File: src/hw/rtl/wed_pkg.sv
// ============================================================================
// wed_pkg
// Shared types, constants and helper functions for the windowed extremum
// detector.
// ============================================================================
package wed_pkg;

  localparam int MAX_RADIUS  = 18;
  localparam int MAX_SAMPLES = 4096;

  localparam int VAL_W      = 28;
  localparam int IDX_W      = 12;
  localparam int RAD_W      = 5;
  localparam int PROM_W     = 28;
  localparam int TOL_W      = 12;
  localparam int CFG_IDX_W  = 2;
  localparam int CFG_DATA_W = 28;

  typedef logic signed [VAL_W-1:0] val_t;

  typedef enum logic [CFG_IDX_W-1:0] {
    CFG_WINDOW_RADIUS  = 2'd0,
    CFG_MIN_PROMINENCE = 2'd1,
    CFG_WANT_MAXIMUM   = 2'd2,
    CFG_TIE_TOLERANCE  = 2'd3
  } cfg_reg_e;

  typedef struct packed {
    logic [RAD_W-1:0]  window_radius;
    logic [PROM_W-1:0] min_prominence;
    logic              want_maximum;
    logic [TOL_W-1:0]  tie_tolerance;
  } cfg_t;

  localparam cfg_t CFG_RESET = '{
    window_radius:  RAD_W'(5),
    min_prominence: PROM_W'(3277),
    want_maximum:   1'b1,
    tie_tolerance:  TOL_W'(4)
  };

  typedef struct packed {
    logic signed [VAL_W-1:0] sample_value;
    logic signed [VAL_W-1:0] along_pos;
    logic                    last_sample;
  } in_t;

  typedef struct packed {
    logic [IDX_W-1:0]        center_index;
    logic signed [VAL_W-1:0] center_along;
    logic [PROM_W-1:0]       peak_prominence;
  } out_t;

  // Context that leaves the window stage with each sample.
  typedef struct packed {
    logic             test;
    logic [IDX_W-1:0] idx;
  } win_ctx_t;

  // Candidate centre carried alongside the reduction tree.
  typedef struct packed {
    logic             ok;
    logic [IDX_W-1:0] idx;
    val_t             centre;
    val_t             along;
  } cand_t;

  // Largest key; excluded neighbours take it so they never win a minimum.
  localparam val_t KEY_MAX = {1'b0, {(VAL_W-1){1'b1}}};

  function automatic val_t key_min(val_t a, val_t b);
    return (b < a) ? b : a;
  endfunction

  function automatic val_t key_min4(val_t a, val_t b, val_t c, val_t d);
    return key_min(key_min(a, b), key_min(c, d));
  endfunction

  // Entries left after a number of four-to-one reduction levels.
  function automatic int level_count(int n, int lvl);
    int c;
    int j;
    c = n;
    for (j = 0; j < lvl; j++) begin
      c = (c + 3) >> 2;
    end
    return c;
  endfunction

  // Four-to-one levels needed to bring n entries down to one.
  function automatic int tree_levels(int n);
    int c;
    int l;
    c = n;
    l = 0;
    while (c > 1) begin
      c = (c + 3) >> 2;
      l++;
    end
    return l;
  endfunction

endpackage

File: src/hw/rtl/wed_reduce.sv
// ============================================================================
// wed_reduce
// Registered four-to-one minimum tree over the neighbour keys.
// ============================================================================
module wed_reduce #(
  parameter int MaxRadius = wed_pkg::MAX_RADIUS,
  localparam int N = 2 * MaxRadius + 1,
  localparam int L = wed_pkg::tree_levels(N)
) (
  input  logic            clk_i,
  input  logic            rst_ni,
  input  logic            v_i,
  input  wed_pkg::cand_t  cand_i,
  input  wed_pkg::val_t   key_i [N],
  output logic            free_o,
  input  logic            adv_i,
  output logic            v_o,
  output wed_pkg::cand_t  cand_o,
  output wed_pkg::val_t   key_o
);

  logic           v_q    [L];
  wed_pkg::cand_t cand_q [L];
  wed_pkg::val_t  lvl_q  [L][N];

  logic           ld     [L];
  logic           v_in   [L];
  wed_pkg::cand_t cand_in[L];
  wed_pkg::val_t  lvl_in [L][N];
  wed_pkg::val_t  nxt    [L][N];

  always_comb begin
    logic nxt_ld;
    nxt_ld = adv_i;
    for (int j = L - 1; j >= 0; j--) begin
      ld[j]  = !v_q[j] || nxt_ld;
      nxt_ld = ld[j];
    end
  end

  always_comb begin
    v_in[0]    = v_i;
    cand_in[0] = cand_i;
    lvl_in[0]  = key_i;
    for (int j = 1; j < L; j++) begin
      v_in[j]    = v_q[j-1];
      cand_in[j] = cand_q[j-1];
      lvl_in[j]  = lvl_q[j-1];
    end
  end

  always_comb begin
    int            cin;
    int            cout;
    int            src;
    wed_pkg::val_t quad [4];
    for (int j = 0; j < L; j++) begin
      cin  = wed_pkg::level_count(N, j);
      cout = wed_pkg::level_count(N, j + 1);
      for (int i = 0; i < N; i++) begin
        for (int q = 0; q < 4; q++) begin
          src     = (4 * i + q < cin) ? 4 * i + q : 0;
          quad[q] = (4 * i + q < cin) ? lvl_in[j][src] : wed_pkg::KEY_MAX;
        end
        nxt[j][i] = (i < cout) ? wed_pkg::key_min4(quad[0], quad[1], quad[2], quad[3])
                               : wed_pkg::KEY_MAX;
      end
    end
  end

  always_ff @(posedge clk_i or negedge rst_ni) begin
    if (!rst_ni) begin
      for (int j = 0; j < L; j++) begin
        v_q[j] <= 1'b0;
      end
    end else begin
      for (int j = 0; j < L; j++) begin
        if (ld[j]) v_q[j] <= v_in[j];
      end
    end
  end

  always_ff @(posedge clk_i) begin
    for (int j = 0; j < L; j++) begin
      if (ld[j] && v_in[j]) begin
        cand_q[j] <= cand_in[j];
        lvl_q[j]  <= nxt[j];
      end
    end
  end

  assign free_o = ld[0];
  assign v_o    = v_q[L-1];
  assign cand_o = cand_q[L-1];
  assign key_o  = lvl_q[L-1][0];

  a_hold_last : assert property (@(posedge clk_i) disable iff (!rst_ni)
    (v_q[L-1] && !adv_i) |=> (v_q[L-1] && $stable(lvl_q[L-1][0])))
    else $error("tree output dropped while the next stage was busy");

endmodule

File: config.mk
export PLATFORM = sky130hd
export DESIGN_NAME = wed_reduce
export DESIGN_NICKNAME = d
export VERILOG_FILES = /design/src/hw/rtl/wed_pkg.sv /design/src/hw/rtl/wed_reduce.sv
export SDC_FILE = /design/constraint.sdc
export NUM_CORES = 2
export LEC_CHECK = 0
export ABC_AREA = 1
export BUFFER_PORTS_ARGS = -buffer_cell sky130_fd_sc_hd__buf_2
export CORE_AREA = 5 5 462 464
export DETAILED_ROUTE_END_ITERATION = 12
export DIE_AREA = 0 0 467 469
export PLACE_DENSITY = 0.52
export SLEW_MARGIN = 30
export SYNTH_ARGS = -nofsm -noshare
export SYNTH_HDL_FRONTEND = slang
export SYNTH_SLANG_ARGS = --single-unit
File: constraint.sdc
create_clock -name clk_i -period 13.45 [get_ports clk_i]
set_input_delay 2.69 -clock clk_i [delete_from_list [all_inputs] [get_ports clk_i]]
set_output_delay 2.69 -clock clk_i [all_outputs]
set_load 0.01 [all_outputs]
Word-level counts from Yosys, hierarchy flattened
Memory sizes are Yosys's and may differ from the RTL's.
Index checks and enable logic that the tools add are counted.

word-level totals
  memories = 2
  register bits = 3
  memory bits (writable) = 1,047
  latch bits = 0
  logic and storage cells = 100
  input port bits = 1,109
  bits in read-only memories = 0

operators by class
  reductions and logical operators = 9
  bitwise operators = 0
  magnitude comparators = 40
  $add $sub $neg = 0
  $mul = 0
  mux-type cells = 46
  equality and inequality tests = 0
  div/mod/pow operators = 0
  shift-type cells = 0

memory list
  name    depth  width  rd ports  clocked after Yosys merged registers in  write ports  RTL line          source
  lvl_q   3      280    3         0                                        3            wed_reduce.sv:24  wed_pkg::val_t lvl_q [L][N];
  cand_q  3      69     3         0                                        3            wed_reduce.sv:23  wed_pkg::cand_t cand_q [L];

operators by type and width
  kind                                       count
  2-to-1 mux 28 bit                          40
  < comparator 28 bit                        36
  < comparator 28 bit, first input constant  4
  2-to-1 mux 1 bit                           6
  logical AND 1 bit                          3
  zero test 1 bit                            3
  logical OR 1 bit                           3

Depth between registers and ports, before layout
  word-level depth = 7
  mapped depth = 30
  gate-level depth less buffers = 28

Worst setup path after synthesis
OpenSTA, ideal clock, no wires.

  kind = in2reg
  from = in adv_i
  to = mem cand_q[0][0] (netlist name), enable pin
  cell stages on the path = 6
  setup time = 0.699 ns
  path slack = 2.954 ns
  required time = 12.751 ns
  buffers on the path = 0
  data arrival time = 9.797 ns
  cell sequence = inv_1 nand2_1 nor2_1 nand2_1 nand2_1 inv_1

RTL lines
  element             RTL line          source
  start: declaration  wed_reduce.sv:16  input logic adv_i,
  end: declaration    wed_reduce.sv:23

==> impl_metrics.env <==
export IMPL_rrSetupSlack_ps=7630
export IMPL_grt_pass1_vias=54800
export IMPL_synthTopCellsByArea="edfxtp_1 31%, ha_1 21%, nand2_1 13%"
export IMPL_layout_worst_path_cycle_share_pct=59.7
export IMPL_worst_pin_slew_ps=1300
export IMPL_ir_drop_mv=0.212
export IMPL_dieWidth_microns=467
export IMPL_status="finished, final reports clean"
export IMPL_syn_nets=9936
export IMPL_clk_latency_ps=700
export IMPL_top_layer="met5"
export IMPL_cp_startpoint="key_i[795]"
export IMPL_slew_violations=0
export IMPL_internal_power_mw=6.89
export IMPL_clkTransAtPathRegs_ps=60
export IMPL_syn_to_final_growth_pct=19.7
export IMPL_worst_ep_required_time_ps=13850
export IMPL_max_freq_mhz=125
export IMPL_cts_sink_count=602
export IMPL_drt_wirelength_per_cell_microns=20.4
export IMPL_wl_met1_mm=100
export IMPL_yosysUniqueCellTypes=47
export IMPL_leakage_nw=37.5
export IMPL_grtUsageTotal_pct=21.0
export IMPL_endpoint="lvl_q[0][220]"
export IMPL_io_buffers=1207
export IMPL_power_frac_seq_pct=24.6
export IMPL_yosys_top_cells_count="1971 x nand2_1, 1435 x inv_1, 972 x ha_1"
export IMPL_reg2reg_from="lvl_q[0][139]"
export IMPL_drc_errors=0
export IMPL_wl_met3_mm=14.3
export IMPL_post_cts_resized=0
export IMPL_critPathArrivalTime_ps=8420
export IMPL_grt_pass1_wl_mm=345
export IMPL_initial_core_util_pct=27.8
export IMPL_switching_share_pct=50.4
export IMPL_cts_setup_buffers=0
export IMPL_cp_start_kind="input pin"
export IMPL_fin_area_sq_mm=0.0695
export IMPL_grt_max_degree=124
export IMPL_tns_ps=0
export IMPL_p_switching_mw=7.00
export IMPL_setup_viol=0
export IMPL_crit_fanout=34
export IMPL_place_gp_congestion=0.980
export IMPL_syn_avg_cell_area_sq_um=7.40
export IMPL_synth_area_sq_mm=0.0581
export IMPL_routed_wirelength_mm=242
export IMPL_hp_class="register to register"
export IMPL_synthCells=7855
export IMPL_r2r_cells=21
export IMPL_coreArea_sq_mm=0.209
export IMPL_vias=56300
export IMPL_gr_total_overflow=0
export IMPL_slew_limit_headroom_pct=12.1
export IMPL_ctsHoldBuffers=0
export IMPL_synth_edf_count=599
export IMPL_layout_drive_gt1_share_pct=17.7
export IMPL_met2_length_mm=119
export IMPL_clkPwrFrac_pct=14.7
export IMPL_first_pass_iters=6
export IMPL_dieArea_sq_mm=0.219
export IMPL_finalPower_mw=13.9
export IMPL_dpl_hpwl_mm=209
export IMPL_worstSetupPathType="input pin to register"
export IMPL_rsz0062_at_grt="false"
export IMPL_drt_iter0_drc=3731
export IMPL_io_pins=1208
export IMPL_synth_seq_cells=602
export IMPL_yosys_warnings=0
export IMPL_synth_async_sr_flop_share_pct=0.498
export IMPL_clockRootBuffer="clkbuf_16"
export IMPL_synth_top_area_share_pct=31.0
export IMPL_synth_area_leader_cell="edfxtp_1"
export IMPL_vias_per_cell=4.74
export IMPL_die_h_microns=469
export IMPL_synth_most_common_cell="nand2_1"
export IMPL_cts_buffers_inserted=76
export IMPL_htree_levels=3
export IMPL_synth_flop_cell="edfxtp_1"
export IMPL_endpoint_kind="register"
export IMPL_timing_rr_end="lvl_q[0][520]"
export IMPL_drv_cap=0
export IMPL_seq_area_frac_synth_pct=31.1
export IMPL_skew_ps=43.8
export IMPL_cts_path_max_buffers=3
export IMPL_p_comb_share_pct=60.7
export IMPL_finalNetCount=11100
export IMPL_finalHoldViolCount=0
export IMPL_antenna_found_initial=86
export IMPL_cts_tree="yes"
export IMPL_rows=168
export IMPL_fin_util_pct=33.3
export IMPL_fin_crit_ps=8020
export IMPL_dpl_cell_area_sq_mm=0.0669
export IMPL_power_density_mw_per_mm2=200
export IMPL_final_antenna_net_count=0
[critical path, cell delays in order]
cell      delay (ps)
buf_2             90
inv_1             40
ha_1             300
nand2_1           80
nor2_1           140
nor3b_1          190
nand2_1           80
nand2_1           60
nand2_1           70
nand2_1           90
nand2_1           70
nand2_1          680
inv_1            560
o21ai_0          530
ha_1             330
a21oi_1          170
o21ai_1           90
nand3_1           70
a21oi_1           70
a211oi_1         190
nor2_1            70
a211oi_1         680
nand3_2          670
nand3_1          290
nand2_1          100
[state kept, by name (all words and copies together) (netlist names)]
| signal | flops |
|---|---|
| cand_q | 207 |
| v_o | 1 |
| lvl_q | 392 |
| v_in | 2 |
[through the flow]
stage / setup slack [ps] / instances / hold slack (ps)
after floorplan: 2950 / 7855 / 400
after global placement: 5000 / 11700 / 401
after detailed placement: 4930 / 11700 / 405
after CTS: 5590 / 11800 / 409
after global routing: 4740 / 11900 / 418
final: 5430 / 11900 / 408
[worst min-delay path by stage]
stage                               from              to  slack [ps]  cells after the start
final                       cand_q[0][3]   cand_q[0][72]         410                      0
after global routing      cand_q[0][107]  cand_q[0][176]         420                      0
after CTS                  cand_q[0][25]   cand_q[0][94]         410                      0
after detailed placement   cand_q[0][56]  cand_q[0][125]         400                      0
after global placement     cand_q[0][56]  cand_q[0][125]         400                      0
after floorplan            cand_q[0][31]  cand_q[0][100]         400                      0
[cell type report]
class	instances	area (sq um)
Antenna cell	33	82.6
Clock buffer	86	1960
Clock inverter	49	529
Fill cell	22300	139000
Inverter	1437	5410
Multi-Input combinational cell	5597	33500
Sequential cell	602	18100
Tap cell	2805	3510
Timing Repair Buffer	1260	6470
[routing by layer]
metal	vias to the layer above	global-route usage, %
met3	351	3.98
met2	1681	38.1
met4	62	6.08
li1	28200	-
met1	26000	25.2
met5	-	0
[placed cells by master (no fill, tap or decap), types with 14 or more instances in the layout]
cell type	instances
a211oi_1	21
a21o_1	35
a21oi_1	507
buf_2	1207
buf_4	51
clkbuf_16	77
diode_2	33
edfxtp_1	599
ha_1	972
inv_1	1429
nand2_1	1968
nand2_2	18
nand2_4	35
nand3_1	837
nand3_4	14
nand4_1	57
nor2_1	383
nor3_1	16
o21ai_0	478
o21ai_1	29
o221ai_1	16
or2_2	126
[kinds of logic (layout without fill, tap and decap cells)]
family | after synthesis | in the layout | share of synthesized area [%]
adders and majority gates | 972 | 972 | 20.9
DFF | 602 | 602 | 31.1
buffers and inverters | 1656 | 2832 | 11.3
AOI/OAI and AO/OA | 1119 | 1119 | 10.2
and+or+nand+nor | 3505 | 3505 | 26.5
xor gates and xnor gates | 1 | 1 | 0.0151
other | 0 | 33 | 0
[power groups by stage]
stage          clock [mW]  combinational (mW)  sequential (mW)
2_1_floorplan           0                5.66             3.36
3_3_place_gp            0                8.33             3.46
3_5_place_dp            0                8.52             3.46
4_1_cts              2.11                8.57             3.43
5_1_grt              2.18                9.55             3.46
6_report             2.04                8.43             3.41
(Power assumes the default switching activity.)
